$ cat config.mk
export PLATFORM = sky130hd
export DESIGN_NAME = length_prefixed_packet_fifo
export DESIGN_NICKNAME = d
export VERILOG_FILES = /design/src/design/lppf_pkg.sv /design/src/design/lppf_ctrl.sv /design/src/design/lppf_datapath.sv /design/src/design/length_prefixed_packet_fifo.sv
export SDC_FILE = /design/constraint.sdc
export NUM_CORES = 1
export LEC_CHECK = 0
export BUFFER_PORTS_ARGS = -buffer_cell sky130_fd_sc_hd__buf_2
export CORE_MARGIN = 8
export CORE_UTILIZATION = 60
export DETAILED_ROUTE_END_ITERATION = 7
export PLACE_DENSITY_LB_ADDON = 0.15
export SETUP_SLACK_MARGIN = 0.15
export SYNTH_ARGS = -nofsm -noshare
export SYNTH_HDL_FRONTEND = slang
export SYNTH_SLANG_ARGS = --single-unit
$ cat constraint.sdc
create_clock -name clk -period 6.8 [get_ports clk]
set_input_delay 0.68 -clock clk [delete_from_list [all_inputs] [get_ports clk]]
set_output_delay 0.68 -clock clk [all_outputs]
set_load 0.02 [all_outputs]
$ cat src/design/lppf_pkg.sv
`default_nettype none
// ---------------------------------------------------------------------------
// lppf_pkg: shared types and constants of the length-prefixed packet FIFO
// Holds the ring geometry, the operation and status codes, the controller
// state type and the command/status bundles between controller and datapath.
// ---------------------------------------------------------------------------
package lppf_pkg;

  // Ring depth in bytes. It must be a power of two so that indexes wrap freely.
  localparam int DEPTH   = 64;
  localparam int IDX_W   = $clog2(DEPTH);
  localparam int LEN_W   = 6;
  localparam int BYTE_W  = 8;
  localparam int MAX_LEN = 62;
  // Width that holds used slots plus a length plus two without overflow.
  localparam int SUM_W   = ((IDX_W > LEN_W) ? IDX_W : LEN_W) + 2;

  typedef enum logic [1:0] {
    OP_PUSH_START = 2'd0,
    OP_PUSH_BYTE  = 2'd1,
    OP_POP        = 2'd2
  } op_t;

  typedef enum logic [2:0] {
    STS_BYTE   = 3'd0,
    STS_IDLE   = 3'd1,
    STS_ACCEPT = 3'd2,
    STS_REJECT = 3'd3,
    STS_EMPTY  = 3'd4
  } status_t;

  typedef enum logic [1:0] {
    S_IDLE   = 2'd0,
    S_HEADER = 2'd1,
    S_STREAM = 2'd2
  } ctl_state_t;

  // Commands from the controller to the datapath.
  typedef struct packed {
    logic    push_start;  // begin a push; store the length byte if push_ok
    logic    push_ok;     // the packet fits
    logic    store_data;  // store one data byte of the open push
    logic    drop_byte;   // discard one data byte of a rejected push
    logic    rd_step;     // read the byte at the read index and advance it
    logic    load_cnt;    // load the byte count from the header just read
    logic    dec_cnt;     // one data byte has been streamed
    logic    emit;        // register a result this cycle
    status_t emit_status;
    logic    emit_data;   // result carries the byte just read
    logic    emit_last;
  } dp_cmd_t;

  // Status from the datapath to the controller.
  typedef struct packed {
    logic push_open;
    logic push_dropping;
    logic push_fits;
    logic ring_empty;
    logic hdr_zero;
    logic cnt_last;
  } dp_status_t;

endpackage
`default_nettype wire

$ cat src/design/lppf_ctrl.sv
`default_nettype none
// ---------------------------------------------------------------------------
// lppf_ctrl: controller of the length-prefixed packet FIFO
// Decodes each accepted operation and sequences the header read and the
// byte stream of a pop.
// ---------------------------------------------------------------------------
module lppf_ctrl
  import lppf_pkg::*;
(
  input  wire logic       clk,
  input  wire logic       rst_n,
  input  wire logic       start,
  input  wire logic [1:0] in_op,
  input  wire logic       in_tx_busy,
  input  wire dp_status_t sts,
  output dp_cmd_t         cmd,
  output logic            busy
);

  ctl_state_t state_r;
  ctl_state_t state_nxt;

  always_ff @(posedge clk) begin
    if (!rst_n) begin
      state_r <= S_IDLE;
    end else begin
      state_r <= state_nxt;
    end
  end

  always_comb begin
    state_nxt = state_r;
    cmd       = '0;
    cmd.emit_status = STS_IDLE;
    busy      = (state_r != S_IDLE);
    case (state_r)
      S_IDLE: begin
        if (start) begin
          case (op_t'(in_op))
            OP_PUSH_START: begin
              cmd.emit      = 1'b1;
              cmd.emit_last = 1'b1;
              if (sts.push_open) begin
                cmd.emit_status = STS_REJECT;
              end else begin
                cmd.push_start  = 1'b1;
                cmd.push_ok     = sts.push_fits;
                cmd.emit_status = sts.push_fits ? STS_ACCEPT : STS_REJECT;
              end
            end
            OP_PUSH_BYTE: begin
              if (sts.push_open) begin
                cmd.store_data  = 1'b1;
                cmd.emit        = 1'b1;
                cmd.emit_last   = 1'b1;
                cmd.emit_status = STS_ACCEPT;
              end else if (sts.push_dropping) begin
                cmd.drop_byte = 1'b1;
              end
            end
            OP_POP: begin
              if (in_tx_busy || sts.ring_empty || sts.push_open) begin
                cmd.emit        = 1'b1;
                cmd.emit_last   = 1'b1;
                cmd.emit_status = STS_IDLE;
              end else begin
                cmd.rd_step = 1'b1;
                state_nxt   = S_HEADER;
              end
            end
            default: begin
            end
          endcase
        end
      end
      S_HEADER: begin
        if (sts.hdr_zero) begin
          cmd.emit        = 1'b1;
          cmd.emit_last   = 1'b1;
          cmd.emit_status = STS_EMPTY;
          state_nxt       = S_IDLE;
        end else begin
          cmd.rd_step  = 1'b1;
          cmd.load_cnt = 1'b1;
          state_nxt    = S_STREAM;
        end
      end
      S_STREAM: begin
        cmd.emit        = 1'b1;
        cmd.emit_data   = 1'b1;
        cmd.emit_status = STS_BYTE;
        cmd.emit_last   = sts.cnt_last;
        if (sts.cnt_last) begin
          state_nxt = S_IDLE;
        end else begin
          cmd.rd_step = 1'b1;
          cmd.dec_cnt = 1'b1;
        end
      end
      default: begin
        state_nxt = S_IDLE;
      end
    endcase
  end

  // Every streaming cycle delivers exactly one byte.
  a_stream_emits: assert property (@(posedge clk) disable iff (!rst_n)
    (state_r == S_STREAM) |-> (cmd.emit && cmd.emit_data))
    else $error("stream cycle without a delivered byte");

  // A pop never starts while a push is still open.
  a_pop_not_during_push: assert property (@(posedge clk) disable iff (!rst_n)
    (state_r == S_IDLE && state_nxt == S_HEADER) |-> !sts.push_open)
    else $error("pop started during an open push");

endmodule
`default_nettype wire

$ cat src/design/lppf_datapath.sv
`default_nettype none
// ---------------------------------------------------------------------------
// lppf_datapath: byte ring, indexes, push bookkeeping and result register
// Executes the controller's commands on the single-port byte store.
// ---------------------------------------------------------------------------
module lppf_datapath
  import lppf_pkg::*;
(
  input  wire logic              clk,
  input  wire logic              rst_n,
  input  wire dp_cmd_t           cmd,
  input  wire logic [LEN_W-1:0]  in_pkt_length,
  input  wire logic [BYTE_W-1:0] in_data_in,
  output dp_status_t             sts,
  output logic                   out_valid,
  output logic [2:0]             out_status,
  output logic [BYTE_W-1:0]      out_data_out,
  output logic                   out_last
);

  logic [BYTE_W-1:0] mem [DEPTH];
  logic [BYTE_W-1:0] rdata_r;

  logic [IDX_W-1:0]  rd_r, rd_nxt;
  logic [IDX_W-1:0]  wr_r, wr_nxt;
  logic [LEN_W-1:0]  left_r, left_nxt;
  logic              open_r, open_nxt;
  logic              drop_r, drop_nxt;
  logic [LEN_W-1:0]  cnt_r, cnt_nxt;

  logic              out_valid_r;
  status_t           out_status_r;
  logic [BYTE_W-1:0] out_data_r;
  logic              out_last_r;

  logic              we;
  logic [BYTE_W-1:0] wdata;
  logic [IDX_W-1:0]  used;
  logic [SUM_W-1:0]  need;
  logic [LEN_W-1:0]  hdr_len;

  // Space check keeps one slot free: used + length + 2 must not exceed DEPTH.
  assign used = wr_r - rd_r;
  assign need = SUM_W'(used) + SUM_W'(in_pkt_length) + SUM_W'(2);
  assign hdr_len = (rdata_r > BYTE_W'(MAX_LEN)) ? LEN_W'(MAX_LEN) : rdata_r[LEN_W-1:0];

  assign sts.push_open     = open_r;
  assign sts.push_dropping = drop_r;
  assign sts.push_fits     = (in_pkt_length <= LEN_W'(MAX_LEN)) && (need <= SUM_W'(DEPTH));
  assign sts.ring_empty    = (wr_r == rd_r);
  assign sts.hdr_zero      = (rdata_r == '0);
  assign sts.cnt_last      = (cnt_r == LEN_W'(1));

  assign we    = (cmd.push_start && cmd.push_ok) || cmd.store_data;
  assign wdata = cmd.store_data ? in_data_in : BYTE_W'(in_pkt_length);

  always_ff @(posedge clk) begin
    if (we) begin
      mem[wr_r] <= wdata;
    end
    if (cmd.rd_step) begin
      rdata_r <= mem[rd_r];
    end
  end

  always_comb begin
    rd_nxt   = rd_r;
    wr_nxt   = wr_r;
    left_nxt = left_r;
    open_nxt = open_r;
    drop_nxt = drop_r;
    cnt_nxt  = cnt_r;
    if (we) begin
      wr_nxt = wr_r + IDX_W'(1);
    end
    if (cmd.push_start) begin
      left_nxt = in_pkt_length;
      open_nxt = cmd.push_ok && (in_pkt_length != '0);
      drop_nxt = !cmd.push_ok && (in_pkt_length != '0);
    end
    if (cmd.store_data) begin
      left_nxt = left_r - LEN_W'(1);
      if (left_r == LEN_W'(1)) begin
        open_nxt = 1'b0;
      end
    end
    if (cmd.drop_byte) begin
      left_nxt = left_r - LEN_W'(1);
      if (left_r == LEN_W'(1)) begin
        drop_nxt = 1'b0;
      end
    end
    if (cmd.rd_step) begin
      rd_nxt = rd_r + IDX_W'(1);
    end
    if (cmd.load_cnt) begin
      cnt_nxt = hdr_len;
    end else if (cmd.dec_cnt) begin
      cnt_nxt = cnt_r - LEN_W'(1);
    end
  end

  always_ff @(posedge clk) begin
    if (!rst_n) begin
      rd_r        <= '0;
      wr_r        <= '0;
      left_r      <= '0;
      open_r      <= 1'b0;
      drop_r      <= 1'b0;
      cnt_r       <= '0;
      out_valid_r <= 1'b0;
    end else begin
      rd_r        <= rd_nxt;
      wr_r        <= wr_nxt;
      left_r      <= left_nxt;
      open_r      <= open_nxt;
      drop_r      <= drop_nxt;
      cnt_r       <= cnt_nxt;
      out_valid_r <= cmd.emit;
    end
  end

  always_ff @(posedge clk) begin
    if (cmd.emit) begin
      out_status_r <= cmd.emit_status;
      out_data_r   <= cmd.emit_data ? rdata_r : '0;
      out_last_r   <= cmd.emit_last;
    end
  end

  assign out_valid    = out_valid_r;
  assign out_status   = out_status_r;
  assign out_data_out = out_data_r;
  assign out_last     = out_last_r;

  // An open push and a drop never coexist.
  a_open_xor_drop: assert property (@(posedge clk) disable iff (!rst_n)
    !(open_r && drop_r))
    else $error("push open and push dropping both set");

  // After any store one slot stays free, so the ring cannot look empty.
  a_store_not_empty: assert property (@(posedge clk) disable iff (!rst_n)
    we |=> (wr_r != rd_r))
    else $error("ring looks empty right after a store");

  // Ring writes and reads never share a cycle on the single port.
  a_no_rw_overlap: assert property (@(posedge clk) disable iff (!rst_n)
    we |-> !cmd.rd_step)
    else $error("write and read in the same cycle");

endmodule
`default_nettype wire

$ cat src/design/length_prefixed_packet_fifo.sv
`default_nettype none
// ---------------------------------------------------------------------------
// length_prefixed_packet_fifo: byte ring of variable-length packets
// Top level joining the controller and the datapath.
// ---------------------------------------------------------------------------
// An operation is taken at a rising edge with start high and busy low. Every
// result appears on the out_ ports for exactly one cycle with out_valid high;
// the receiver cannot stall, so it must take each transfer as it comes. Push
// operations (start, byte) and a blocked pop leave busy low and can be issued
// back to back; their result is registered and appears in the next cycle, but
// a dropped byte or one with no push open gives no result. A pop keeps busy
// high through the header state and then the stream state: the single read
// port of the byte store first fetches the length byte and then one data
// byte per cycle, and the bytes come out at one per cycle. The ring holds
// DEPTH bytes, of which one always stays free; a packet occupies its length
// plus one. The store needs no clearing after reset.
// ---------------------------------------------------------------------------
module length_prefixed_packet_fifo
  import lppf_pkg::*;
(
  input  wire logic              clk,
  input  wire logic              rst_n,
  input  wire logic              start,
  output logic                   busy,
  input  wire logic [1:0]        in_op,
  input  wire logic [LEN_W-1:0]  in_pkt_length,
  input  wire logic [BYTE_W-1:0] in_data_in,
  input  wire logic              in_tx_busy,
  output logic                   out_valid,
  output logic [2:0]             out_status,
  output logic [BYTE_W-1:0]      out_data_out,
  output logic                   out_last
);

  // Commands flow from the controller; status flags flow back.
  dp_cmd_t    cmd;
  dp_status_t sts;

  lppf_ctrl u_ctrl (
    .clk        (clk),
    .rst_n      (rst_n),
    .start      (start),
    .in_op      (in_op),
    .in_tx_busy (in_tx_busy),
    .sts        (sts),
    .cmd        (cmd),
    .busy       (busy)
  );

  // The datapath owns the byte store, both ring indexes and the result
  // register, so each result is a registered transfer.
  lppf_datapath u_dp (
    .clk           (clk),
    .rst_n         (rst_n),
    .cmd           (cmd),
    .in_pkt_length (in_pkt_length),
    .in_data_in    (in_data_in),
    .sts           (sts),
    .out_valid     (out_valid),
    .out_status    (out_status),
    .out_data_out  (out_data_out),
    .out_last      (out_last)
  );

endmodule
`default_nettype wire

==> results of run 1 <==
## how the worst max path moves through the flow
stage	startpoint	cells after the start	slack [ns]	endpoint
6_report	u_dp.wr_r[0]$_SDFFE_PN0P_	14	1.19	u_dp.mem[23][4]$_DFFE_PP_
5_1_grt	u_dp.wr_r[0]$_SDFFE_PN0P_	14	0.76	u_dp.mem[43][5]$_DFFE_PP_
2_1_floorplan	u_dp.rd_r[1]$_SDFFE_PN0P_	17	1.87	u_dp.mem[58][0]$_DFFE_PP_
4_1_cts	u_dp.wr_r[0]$_SDFFE_PN0P_	14	1.23	u_dp.mem[23][2]$_DFFE_PP_
3_5_place_dp	u_dp.wr_r[0]$_SDFFE_PN0P_	14	1.27	u_dp.mem[23][4]$_DFFE_PP_
3_3_place_gp	u_dp.wr_r[0]$_SDFFE_PN0P_	14	1.42	u_dp.mem[49][4]$_DFFE_PP_
## layout by cell type (no fill, tap or decap), types with 3 or more instances in the layout
master / synthesis / final
and2_1: 12 / 12
or2_2: 7 / 7
clkinv_1: 1 / 13
nand3b_1: 3 / 3
buf_4: 7 / 63
nor4_1: 11 / 9
mux2i_1: 5 / 5
nand2_1: 39 / 33
clkinv_2: 0 / 6
nand3_1: 9 / 9
nand2b_1: 7 / 7
inv_1: 13 / 13
dfxtp_1: 29 / 27
a21o_1: 6 / 6
xnor2_1: 8 / 8
ha_1: 18 / 18
nand2_2: 0 / 6
buf_2: 10 / 33
and3_1: 5 / 3
o211ai_1: 6 / 6
o21ai_0: 5 / 5
a21oi_1: 12 / 12
nor3_1: 65 / 65
a31oi_1: 4 / 4
nor2_1: 28 / 28
edfxtp_1: 532 / 532
a211o_1: 3 / 3
nor2b_1: 4 / 4
a221oi_1: 3 / 3
or3_1: 4 / 4
clkbuf_16: 0 / 55
xor2_1: 9 / 9
nand4_1: 4 / 4
mux4_2: 168 / 168
clkbuf_1: 36 / 15
## area by class of cell
class / count / share of cell area [%]
Clock buffer: 70 / 5.636
Clock inverter: 23 / 0.6301
Inverter: 16 / 0.2363
Multi-Input combinational cell: 490 / 23.30
Sequential cell: 561 / 65.17
Tap cell: 511 / 2.516
Timing Repair Buffer: 96 / 2.511
## flip-flops by register name, summed over array words and instances, names as in the netlist
name / flops
u_dp.out_last: 1
u_dp.cnt_r: 6
u_dp.out_data_out: 8
u_dp.left_r: 6
u_dp.rd_r: 6
u_dp.out_valid: 1
u_dp.open_r: 1
u_ctrl.state_r: 2
u_dp.out_status: 3
u_dp.rdata_r: 8
u_dp.mem: 512
u_dp.drop_r: 1
u_dp.wr_r: 6
## layer usage
layer / share of wire [%] / vias up / track usage (%) / wire length, µm
met5: 0 / - / 0 / 0
met4: 1.8 / 0 / 5.430 / 888
met3: 7.6 / 61 / 3.843 / 3673
met2: 48 / 487 / 34.16 / 23030
met1: 43 / 5905 / 33.96 / 20800
li1: - / 4893 / - / -
## kinds of logic (layout without fill, tap and decap cells)
group,after synthesis,in the layout,share of synthesized area [%]
XOR/XNOR,17,17,0.6533
flip-flops,561,561,72.64
buffers and inverters,83,205,1.570
adder cells (fa/ha/maj),20,20,1.164
AND/OR/NAND/NOR,212,212,4.853
AO/OA/AOI/OAI,68,68,2.295
multiplexers,173,173,16.82
## critical path: cells and delay by family (launching register included)
kind | cells | cell delay, ns
compound gates | 3 | 1.02
xor+xnor | 1 | 0.21
fa+ha+maj | 4 | 1.43
flops | 1 | 0.70
simple gates | 3 | 1.13
buf+inv | 3 | 0.71
## per-stage QoR
stage	worst slack, ns	hold slack, ns	cells	instance area [µm²]
after floorplan	1.870	0.4609	1134	22790
after global placement	1.423	0.4753	1674	23820
after detailed placement	1.272	0.4791	1674	23820
after CTS	1.233	0.3833	1767	25420
after global routing	0.7622	0.4325	1767	25420
final	1.188	0.4215	1767	25420
## report_power, final
part           internal [µW]  leakage (µW)  total (µW)  switching, µW
Sequential              3780       0.00501        3790           12.6
Combinational           80.7       0.00208         222            141
Clock                   1550      0.000775        2740           1190
==> results by group, run 1 <==
Yosys
  – YS warnings: 0
  – Yosys cell types: 69
  – Seq/Total Area, Yosys: between 70 and 80%
  – Area leader, netlist: edfxtp_1
  – Primary FF master, synth: edfxtp_1
  – Average size of a mapped cell: ~20 µm²
  – Flops & latches, synth: about 560
  – Synth top area cells: edfxtp_1 (70%), mux4_2 (17%), dfxtp_1 (2.5%)
  – Count leader, synth: edfxtp_1
  – Ys async rst share: 0%
  – Mapped Nets: around 1200
  – Post-synth EDFFs: 532
  – Commonest cells in the netlist: edfxtp_1 (532), mux4_2 (168), nor3_1 (65)
  – Synth Cell Area: about 0.023 mm²
  – Post-synthesis cell count: between 1000 and 1500
  – Synth top area share: a little over two thirds

Floorplan
  – CORE AREA: roughly 0.038 mm²
  – Core Rows: 71
  – Chip Width: about 210 µm
  – Full die area: 0.04448 mm²
  – IO Pins: 34
  – Die H: around 210 µm
  – Initial Util: between 60 and 70%

Routing
  – Wirelength, routed: about 48000 µm
  – Mean routed wirelength per cell: between 20 and 30 µm
  – DR vias/cell: between 6 and 7
  – Vias: approximately 11000
  – Initial DRC count: around 1000
  – # DRC: 0
  – DRT Pass-1 Iters: 5
  – Antenna-violating nets left: 0

Setup path
  – Worst R2R End: u_dp.mem[23][4]$_DFFE_PP_
  – R2r setup slk: about 1.2 ns
  – CP Max Fanout: 23
  – Arrival @ worst endpoint: roughly 5.8 ns
  – Reg2reg path depth: 14
  – Setup CP Type: register to register
  – CP required: roughly 7.0 ns
  – Reg2reg start: u_dp.wr_r[0]$_SDFFE_PN0P_
  – Startpoint types: register
  – Slowest-stage cell, CP: nor3_1
  – Max incr delay on CP: between 0.9 and 1 ns
  – Critical path endpoint category: register
  – Worst-path cell chain: inv_1 > ha_1 > inv_1 > fa_1 > fa_1 > xor2_1 > ha_1 > nor2_1 > nand2_1 > o211a_2 > a211oi_2 > o21ai_4 > buf_4 > nor3_1

Job
  – Maxcap violations: 0

Clock tree
  – Post_cts resized: 0
  – Total CTS buffers: 54
  – CTS tree: yes
  – Root Driver: clkbuf_16
  – Clock Latency Late Sink: around 0.6 ns
  – Register clock-pin slew on the reported worst setup and hold paths: 0.06 ns
  – Cts hold-fix bufs: 0
  – CTS max path bufs: 3
  – # H-tree levels: 2
  – # clock sinks: 561
  – Post-CTS setup buffer count: 0

Pwr
  – PD cells: around 270 mW/mm²
  – Power consumption: about 6700 µW
  – Leakage: 0.007865 µW
  – Peak VDD IR: 0.0001956 V

Place
  – Port Buffers: 33
  – Gpl congestion: 0.8836
  – Post-DP HPWL: roughly 29000 µm

Worst hold path
  – Hold Path Cell Cnt: 4
  – Hold path endpoint: u_ctrl.state_r[0]$_SDFFE_PN0P_
  – Hold path start: in_tx_busy
  – Hold crit path type: primary input to register

Timing
  – Clk_skew: roughly 0.028 ns
  – Setup TNS: 0 ns
  – Setup violations, final: 0
  – Fin. Hold Viols: 0
  – FMAX: roughly 180 MHz
  – Relative slew slack: approximately 16%
  – Period utilization: roughly 83%
  – Final Max Slew Viols: 0
  – RSZ-0062 raised after global routing: false
  – Period minus WS final: about 5.6 ns
  – Least-Margin Pin Slew: between 1 and 1.5 ns

Cells and area
  – Nets: around 1300
  – Layout cells sized above 1: around 29%
  – Synth-to-Final Area Change: 11.52%
  – Filler Cells Inserted: between 2000 and 2500
  – Multi-input logic area: roughly 0.0059 mm²
  – Final core utilization: 67.64%
  – Register Area: approximately 0.017 mm²
  – N_diodes: 0

Global route
  – Initial antenna violation count: 0
  – First-pass GRT wire length: 73520 µm
  – Vias in the first global route: around 11000
  – Total global-route track usage: 22.42%
  – Grt ovf: 0
  – Largest net degree at the start of global routing: 69

Run status
  – Status: finished, final reports clean
No activity file was read; power rests on OpenSTA's default activity.
==> run 2: changes to the inputs <==
--- a/config.mk
+++ b/config.mk
@@ -5,9 +5,10 @@
 export SDC_FILE = /design/constraint.sdc
 export NUM_CORES = 1
 export LEC_CHECK = 0
+export ABC_AREA = 1
 export BUFFER_PORTS_ARGS = -buffer_cell sky130_fd_sc_hd__buf_2
 export CORE_MARGIN = 8
-export CORE_UTILIZATION = 60
+export CORE_UTILIZATION = 57
 export DETAILED_ROUTE_END_ITERATION = 7
 export PLACE_DENSITY_LB_ADDON = 0.15
 export SETUP_SLACK_MARGIN = 0.15
==> constraint.sdc (replaced) <==
create_clock -name clk -period 4.6 [get_ports clk]
set_input_delay 0.46 -clock clk [delete_from_list [all_inputs] [get_ports clk]]
set_output_delay 0.46 -clock clk [all_outputs]
set_load 0.02 [all_outputs]
==> run 2 against run 1 <==
Effect of this change:
- sequential cell count did not move
- non-clock buffer count fell by 18
- global-route usage rose by 2.9 points
- clock skew fell by 0.0024 ns
- the flow now finishes with violations (design-rule violations)
- combinational power rose to 3.0 times the previous value
- via count rose by 42%
==> results by group, run 2 <==
Run status
  – Status: finished with violations (was finished, final reports clean)
  – Failing checks: design-rule violations

Setup path
  – Setup CP Type: register to register (unchanged)
  – CP required: 4.91 ns (was 7.00 ns)
  – Max incr delay on CP: 0.52 ns (was 0.97 ns)
  – CP Max Fanout: 18 (was 23)
  – Startpoint types: register (unchanged)
  – Slowest-stage cell, CP: fa_1 (was nor3_1)
  – Worst-path cell chain: inv_1 > ha_1 > inv_1 > fa_1 > fa_1 > inv_1 > nand2_1 > nand2_1 > inv_1 > ha_1 > nor3_1 > nand3_1 > nor2_1 > nand2_1 > nand2_2 > nand3_4 > nand2_8 > nand2_2 > buf_4 > nor2_1 > buf_4 (was inv_1 > ha_1 > inv_1 > fa_1 > fa_1 > xor2_1 > ha_1 > nor2_1 > nand2_1 > o211a_2 > a211oi_2 > o21ai_4 > buf_4 > nor3_1)
  – Arrival @ worst endpoint: 4.44 ns (was 5.81 ns)
  – Critical Path Most Common Cell: inv_1
  – Critical path endpoint category: register (unchanged)

Routing
  – Mean routed wirelength per cell: 23.89 µm (was 27.39 µm)
  – Wirelength, routed: 60740 µm (was 48390 µm)
  – # DRC: 1 (was 0)
  – Antenna-violating nets left: 0 (unchanged)
  – Vias: 16067 (was 11346)
  – Initial DRC count: 2173 (was 1041)
  – DR vias/cell: 6.321 (was 6.421)
  – DRT Pass-1 Iters: 8 (was 5)

Floorplan
  – IO Pins: 34 (unchanged)
  – Die H: 218.0 µm (was 210.9 µm)
  – Core Rows: 74 (was 71)
  – Initial Util: 57.36% (was 60.65%)
  – CORE AREA: 0.04055 mm² (was 0.03758 mm²)
  – Full die area: 0.04753 mm² (was 0.04448 mm²)
  – Chip Width: 218.0 µm (was 210.9 µm)

Yosys
  – Seq/Total Area, Yosys: 71.17% (was 72.64%)
  – Largest family of logic cells by synthesized area: simple AND/OR/NAND/NOR gates (was multiplexers)
  – Complex-gate fraction of the synthesized area: 11.67% (was 2.295%)
  – Commonest cells in the netlist: edfxtp_1 (532), nor2_1 (371), o21ai_0 (274) (was edfxtp_1 (532), mux4_2 (168), nor3_1 (65))
  – Post-synth EDFFs: 532 (unchanged)
  – Post-Synth Adder-Cell Area: 1.140% (was 1.164%)
  – Area leader, netlist: edfxtp_1 (unchanged)
  – Post-Synth XOR/XNOR Area: 0.4894% (was 0.6533%)
  – Primary FF master, synth: edfxtp_1 (unchanged)
  – Yosys cell types: 42 (was 69)
  – Synth Cell Area: 0.02326 mm² (was 0.02279 mm²)
  – Mux cell area share after synthesis: 0% (was 16.82%)
  – YS warnings: 0 (unchanged)
  – Flops & latches, synth: 561 (unchanged)
  – Synth top area cells: edfxtp_1 (69%), nor2_1 (6.0%), o21ai_0 (5.9%) (was edfxtp_1 (70%), mux4_2 (17%), dfxtp_1 (2.5%))
  – Post-synthesis cell count: 1940 (was 1134)
  – Ys async rst share: 0% (unchanged)
  – Synth top area share: 68.67% (was 70.10%)
  – Average size of a mapped cell: 11.99 µm² (was 20.10 µm²)
  – Count leader, synth: edfxtp_1 (unchanged)
  – Synth Area in Simple Gates: 12.28% (was 4.853%)
  – Mapped Nets: 1980 (was 1174)

Clock tree
  – # clock sinks: 561 (unchanged)
  – Clock Latency Late Sink: 0.62 ns (was 0.59 ns)
  – Register clock-pin slew on the reported worst setup and hold paths: 0.06 ns (about the same)
  – Total CTS buffers: 56 (was 54)
  – # H-tree levels: 2 (unchanged)
  – CTS tree: yes (unchanged)
  – CTS max path bufs: 3 (unchanged)
  – Root Driver: clkbuf_16 (unchanged)
  – Cts hold-fix bufs: 0 (unchanged)

Global route
  – Grt ovf: 0 (unchanged)
  – Initial antenna violation count: 0 (unchanged)
  – Vias in the first global route: 15484 (was 11200)
  – First-pass GRT wire length: 91930 µm (was 73520 µm)
  – Largest net degree at the start of global routing: 261 (was 69)
  – Total global-route track usage: 25.36% (was 22.42%)

Timing
  – Fin. Hold Viols: 0 (unchanged)
  – Period utilization: 89.76% (was 82.53%)
  – Clk_skew: 0.02518 ns (was 0.02757 ns)
  – Setup TNS: 0 ns (unchanged)
  – RSZ-0062 raised after global routing: true (was false)
  – Worst Hold Slack: 0.1826 ns (was 0.4215 ns)
  – Relative slew slack: 2.407% (was 15.93%)
  – PnR worst setup slack: 0.4711 ns (was 1.188 ns)
  – Period minus WS final: 4.129 ns (was 5.612 ns)
  – Final Max Slew Viols: 0 (unchanged)
  – Setup violations, final: 0 (unchanged)
  – Least-Margin Pin Slew: 1.464 ns (was 1.251 ns)
  – FMAX: 242.2 MHz (was 178.2 MHz)

Place
  – Port Buffers: 33 (unchanged)
  – Post-Place Worst Slack: 0.01234 ns (was 1.272 ns)
  – Gpl congestion: 0.9108 (was 0.8836)
  – Post-DP HPWL: 35900 µm (was 28870 µm)

Cells and area
  – Filler Cells Inserted: 3031 (was 2430)
  – Max reg flops: 512 (unchanged)
  – Layout cells sized above 1: 12.44% (was 28.82%)
  – Top reg by flops: u_dp.mem (unchanged)
  – Synth-to-Final Area Change: 13.25% (was 11.52%)
  – Nets: 2004 (was 1259)
  – Commonest non-fill, non-tap cell in the layout: edfxtp_1 (unchanged)
  – N_diodes: 0 (unchanged)
  – Commonest cells after routing, fill and taps aside: edfxtp_1 (532), nor2_1 (320), o21ai_0 (271) (was edfxtp_1 (532), mux4_2 (168), nor3_1 (65))

Worst hold path
  – Hold crit path type: primary input to register (unchanged)

Pwr
  – Clock Power Share: 42.9% (was 40.5%)
  – PD cells: 418.7 mW/mm² (was 265.5 mW/mm²)
  – Leakage: 0.008563 µW (was 0.007865 µW)
  – Psw: 2427 µW (was 1342 µW)
  – Comb pwr share: 6.1% (was 3.3%)
  – Switching share of total power: 22.00% (was 19.89%)
  – Peak VDD IR: 0.0003454 V (was 0.0001956 V)
  – Reg power frac: 50.9% (was 56.2%)
  – Internal power: 8604 µW (was 5405 µW)

Job
  – Maxcap violations: 0 (unchanged)
[run 2: area by class of cell]
class / instances / area (µm²) / area share, %
Clock buffer: 74 / 1551 / 5.889
Clock inverter: 30 / 365.4 / 1.387
Inverter: 80 / 306.5 / 1.164
Multi-Input combinational cell: 1187 / 6315 / 23.97
Sequential cell: 561 / 16560 / 62.87
Tap cell: 532 / 665.6 / 2.526
Timing Repair Buffer: 78 / 578.1 / 2.194
[run 2: logic make-up (layout without fill, tap and decap cells)]
kind of cell    after synthesis  after routing
compound gates              471            471
buf+inv                     192            262
xor+xnor                     13             13
simple gates                683            683
flops                       561            561
fa+ha+maj                    20             20
[run 2: routing by layer]
layer  up-vias  track usage [%]  share of wire [%]
met2       911            38.84                 46
met5         -                0                  0
met1      7858            35.91                 41
li1       7169                -                  -
met3       129            5.257                 10
met4         0            8.845                2.9
[run 2: worst max-delay path: cells and delay by family, from the launching register on]
kind | cells | cell delay [ns]
simple gates | 11 | 1.33
fa+ha+maj | 4 | 1.41
flops | 1 | 0.31
buf+inv | 6 | 0.78
[run 2: worst paths after layout]
path,slack [ns],cells after the start,end,startpoint
worst max-delay path,0.47,21,u_dp.mem[7][5]$_DFFE_PP_,u_dp.wr_r[0]$_SDFFE_PN0P_
worst min-delay path,0.18,4,u_ctrl.state_r[0]$_SDFFE_PN0P_,in_tx_busy
worst max register to register,0.47,21,u_dp.mem[7][5]$_DFFE_PP_,u_dp.wr_r[0]$_SDFFE_PN0P_
worst min register to register,0.47,2,u_dp.drop_r$_SDFF_PN0_,u_dp.drop_r$_SDFF_PN0_
[run 2: what timing repair did]
| item | CTS | global route |
|---|---|---|
| gates cloned | 0 | 0 |
| hold endpoints to repair | 0 | 0 |
| pin swaps | 0 | 2 |
| setup endpoints to repair | 120 | 448 |
| gates resized for setup | 5 | 81 |
| buffers inserted | 0 | 2 |
[run 2: through the flow]
| step | util (%) | area (µm²) | cells | power, µW |
|---|---|---|---|---|
| finish | 64.97 | 26350 | 2542 | 11030 |
| global route | 64.97 | 26350 | 2542 | 11330 |
| CTS | 64.17 | 26030 | 2540 | 11060 |
| detailed placement | 59.42 | 24100 | 2436 | 6380 |
| global placement | 59.42 | 24100 | 2436 | 6373 |
| floorplan | - | 23260 | 1940 | 6154 |
[run 2: power groups by stage]
stage          clock, µW  sequential (µW)  combinational, µW
6_report            4730             5620                677
5_1_grt             4970             5620                743
4_1_cts             4780             5620                656
3_5_place_dp           0             5730                652
3_3_place_gp           0             5730                646
2_1_floorplan          0             5740                411
==> run 3: changes to the inputs <==
--- a/config.mk
+++ b/config.mk
@@ -5,12 +5,11 @@
 export SDC_FILE = /design/constraint.sdc
 export NUM_CORES = 1
 export LEC_CHECK = 0
-export ABC_AREA = 1
 export BUFFER_PORTS_ARGS = -buffer_cell sky130_fd_sc_hd__buf_2
 export CORE_MARGIN = 8
-export CORE_UTILIZATION = 57
+export CORE_UTILIZATION = 56
 export DETAILED_ROUTE_END_ITERATION = 7
-export PLACE_DENSITY_LB_ADDON = 0.15
+export PLACE_DENSITY = 0.72
 export SETUP_SLACK_MARGIN = 0.15
 export SYNTH_ARGS = -nofsm -noshare
 export SYNTH_HDL_FRONTEND = slang
==> run 3 against run 2 <==
Effect of this change:
- the run now ends clean
- sequential power about the same
- total power shrank 8.0%
- register-to-register slack got worse by 0.06 ns
- die area decreased by 0.26%
- combinational power decreased by 48%
- core utilization fell by 0.72 points
- clock skew decreased by 0.011 ns
- final cell count shrank 29%
- critical path type unchanged
==> results by group, run 3 (same netlist as run 1, synthesis figures left out) <==
Setup path
  – Critical path endpoint category: register (unchanged)
  – Max incr delay on CP: 0.52 ns (about the same)
  – Startpoint types: register (unchanged)
  – Critical Path Most Common Cell: buf_4 (was inv_1)
  – Setup CP Type: register to register (unchanged)
  – Arrival @ worst endpoint: 4.49 ns (was 4.44 ns)
  – Slowest-stage cell, CP: fa_1 (unchanged)
  – Reg2reg start: u_dp.wr_r[0]$_SDFFE_PN0P_ (unchanged)
  – CP Max Fanout: 24 (was 18)
  – Worst-path cell chain: inv_1 > ha_1 > inv_1 > fa_1 > fa_1 > xor2_1 > ha_1 > nor2_1 > nand2_1 > o211a_2 > a211oi_4 > buf_4 > o211ai_4 > buf_4 > nor3_1 > buf_4 (was inv_1 > ha_1 > inv_1 > fa_1 > fa_1 > inv_1 > nand2_1 > nand2_1 > inv_1 > ha_1 > nor3_1 > nand3_1 > nor2_1 > nand2_1 > nand2_2 > nand3_4 > nand2_8 > nand2_2 > buf_4 > nor2_1 > buf_4)
  – CP required: 4.89 ns (was 4.91 ns)
  – Crit path from: u_dp.wr_r[0]$_SDFFE_PN0P_ (unchanged)

Routing
  – DRT Pass-1 Iters: 7 (was 8)
  – # DRC: 0 (was 1)
  – Initial DRC count: 1541 (was 2173)
  – DR vias/cell: 6.426 (was 6.321)
  – Antenna-violating nets left: 0 (unchanged)
  – Wirelength, routed: 49380 µm (was 60740 µm)
  – Vias: 11663 (was 16067)
  – Mean routed wirelength per cell: 27.21 µm (was 23.89 µm)

Pwr
  – Leakage: 0.008060 µW (was 0.008563 µW)
  – PD cells: 390.6 mW/mm² (was 418.7 mW/mm²)
  – Peak VDD IR: 0.0003155 V (was 0.0003454 V)

Clock tree
  – Root Driver: clkbuf_16 (unchanged)
  – Clock Latency Late Sink: 0.59 ns (was 0.62 ns)
  – CTS max path bufs: 3 (unchanged)
  – CTS tree: yes (unchanged)
  – Total CTS buffers: 55 (was 56)
  – # clock sinks: 561 (unchanged)
  – Register clock-pin slew on the reported worst setup and hold paths: 0.06 ns (about the same)
  – # H-tree levels: 2 (unchanged)

Cells and area
  – Non-Filler Instances: 1815 (was 2542)
  – Filler Cells Inserted: 2666 (was 3031)
  – Layout cells sized above 1: 34.29% (was 12.44%)
  – Commonest cells after routing, fill and taps aside: edfxtp_1 (532), mux4_2 (168), buf_4 (82) (was edfxtp_1 (532), nor2_1 (320), o21ai_0 (271))
  – Final core utilization: 64.25% (was 64.97%)
  – Max reg flops: 512 (unchanged)
  – Top reg by flops: u_dp.mem (unchanged)
  – Nets: 1282 (was 2004)
  – Final instance area: 0.02599 mm² (was 0.02635 mm²)
  – N_diodes: 0 (unchanged)
  – Synth-to-Final Area Change: 14.06% (was 13.25%)
  – Commonest non-fill, non-tap cell in the layout: edfxtp_1 (unchanged)

Timing
  – Fin. Hold Viols: 0 (unchanged)
  – Least-Margin Pin Slew: 1.065 ns (was 1.464 ns)
  – Setup violations, final: 0 (unchanged)
  – Relative slew slack: 29.00% (was 2.407%)
  – RSZ-0062 raised after global routing: false (was true)
  – Final Max Slew Viols: 0 (unchanged)
  – FMAX: 238.6 MHz (was 242.2 MHz)
  – Setup TNS: 0 ns (unchanged)
  – PnR worst setup slack: 0.4097 ns (was 0.4711 ns)
  – Period utilization: 91.09% (was 89.76%)
  – Period minus WS final: 4.190 ns (was 4.129 ns)
  – Clk_skew: 0.01453 ns (was 0.02518 ns)

Place
  – Post-Place Worst Slack: 0.3193 ns (was 0.01234 ns)
  – Port Buffers: 33 (unchanged)
  – Placed inst area: 0.02430 mm² (was 0.02410 mm²)
  – Gpl congestion: 0.8305 (was 0.9108)
  – Post-DP HPWL: 30160 µm (was 35900 µm)
  – Placed cells: 1716 (was 2436)

Global route
  – Busiest grt layer: met2 (unchanged)
  – M1 GR Usage: 31.20% (was 35.91%)
  – M3 GR Usage: 3.329% (was 5.257%)
  – First-pass GRT wire length: 74790 µm (was 91930 µm)
  – Grt ovf: 0 (unchanged)
  – Met2 Track Usage GR: 32.85% (was 38.84%)
  – Vias in the first global route: 11548 (was 15484)
  – Total global-route track usage: 21.22% (was 25.36%)
  – Initial antenna violation count: 0 (unchanged)
  – Largest net degree at the start of global routing: 95 (was 261)

Floorplan
  – Full die area: 0.04741 mm² (was 0.04753 mm²)
  – CORE AREA: 0.04046 mm² (was 0.04055 mm²)
  – Die H: 217.7 µm (was 218.0 µm)
  – Initial Util: 56.33% (was 57.36%)
  – Chip Width: 217.7 µm (was 218.0 µm)
  – IO Pins: 34 (unchanged)
  – Core Rows: 74 (unchanged)

Job
  – Maxcap violations: 0 (unchanged)

Run status
  – Status: finished, final reports clean (was finished with violations)

Worst hold path
  – Hold crit path type: primary input to register (unchanged)
  – Hold path start: in_tx_busy (unchanged)
-- run 3: changes by cell type in the layout (fill, tap and decap cells not counted), moves of 22 or more --
cell / previous run / this run
a21oi_1: 34 / 12
nand3_1: 76 / 9
o221ai_1: 50 / 1
nor2_1: 320 / 28
buf_4: 39 / 82
nor2_4: 34 / 0
nand2_1: 162 / 33
nand4_1: 33 / 4
inv_1: 71 / 13
nor3_2: 1 / 41
o22ai_1: 79 / 1
mux4_2: 0 / 168
o21ai_0: 271 / 5
-- run 3: final cells by class --
| class | count | area, µm² | area share (%) |
|---|---|---|---|
| clock buffer | 64 | 1410 | 5.425 |
| clock inverter | 34 | 261.5 | 1.006 |
| inverter | 16 | 60.06 | 0.2310 |
| multi-input combinational | 490 | 6192 | 23.82 |
| sequential | 561 | 16560 | 63.72 |
| tap | 532 | 665.6 | 2.561 |
| timing repair buffer | 118 | 840.8 | 3.235 |
-- run 3: worst max-delay path: cells and delay by family, from the launching register on --
family | cells | cell delay, ns
xor+xnor | 1 | 0.23
flops | 1 | 0.31
compound gates | 3 | 0.56
buf+inv | 5 | 0.85
fa+ha+maj | 4 | 1.40
simple gates | 3 | 0.52
-- run 3: what timing repair did --
action | 4_1_cts | 5_1_grt
gates resized for setup | 0 | 3
buffers inserted | 0 | 1
hold buffers | 0 | 0
setup endpoints to repair | 0 | 249
-- run 3: metal layers --
layer  vias up  wire length (µm)
li1       4934                 -
met1      6169             20820
met2       482             23670
met3        78              3641
met4         0              1240
met5         -                 0
-- run 3: path summary, 6_finish.rpt --
check	endpoint	slack (ns)	cells after the start
setup reg to reg	u_dp.mem[52][5]$_DFFE_PP_	0.41	16
hold reg to reg	u_dp.left_r[1]$_SDFFE_PN0P_	0.50	2
hold / removal	u_ctrl.state_r[0]$_SDFFE_PN0P_	0.20	4
setup / recovery	u_dp.mem[52][5]$_DFFE_PP_	0.41	16
-- run 3: per-stage QoR --
| stage | power, µW | hold slack [ns] |
|---|---|---|
| detailed placement | 6053 | 0.4951 |
| global placement | 6045 | 0.4832 |
| floorplan | 5936 | 0.4609 |
| CTS | 10200 | 0.1671 |
| finish | 10150 | 0.1976 |
| global route | 10440 | 0.2033 |
-- run 3: report_power, final --
group | internal, µW | switching (µW) | total, µW
Combinational | 126 | 229 | 355
Sequential | 5580 | 10.8 | 5590
Clock | 2400 | 1800 | 4200
Total | 8110 | 2040 | 10200
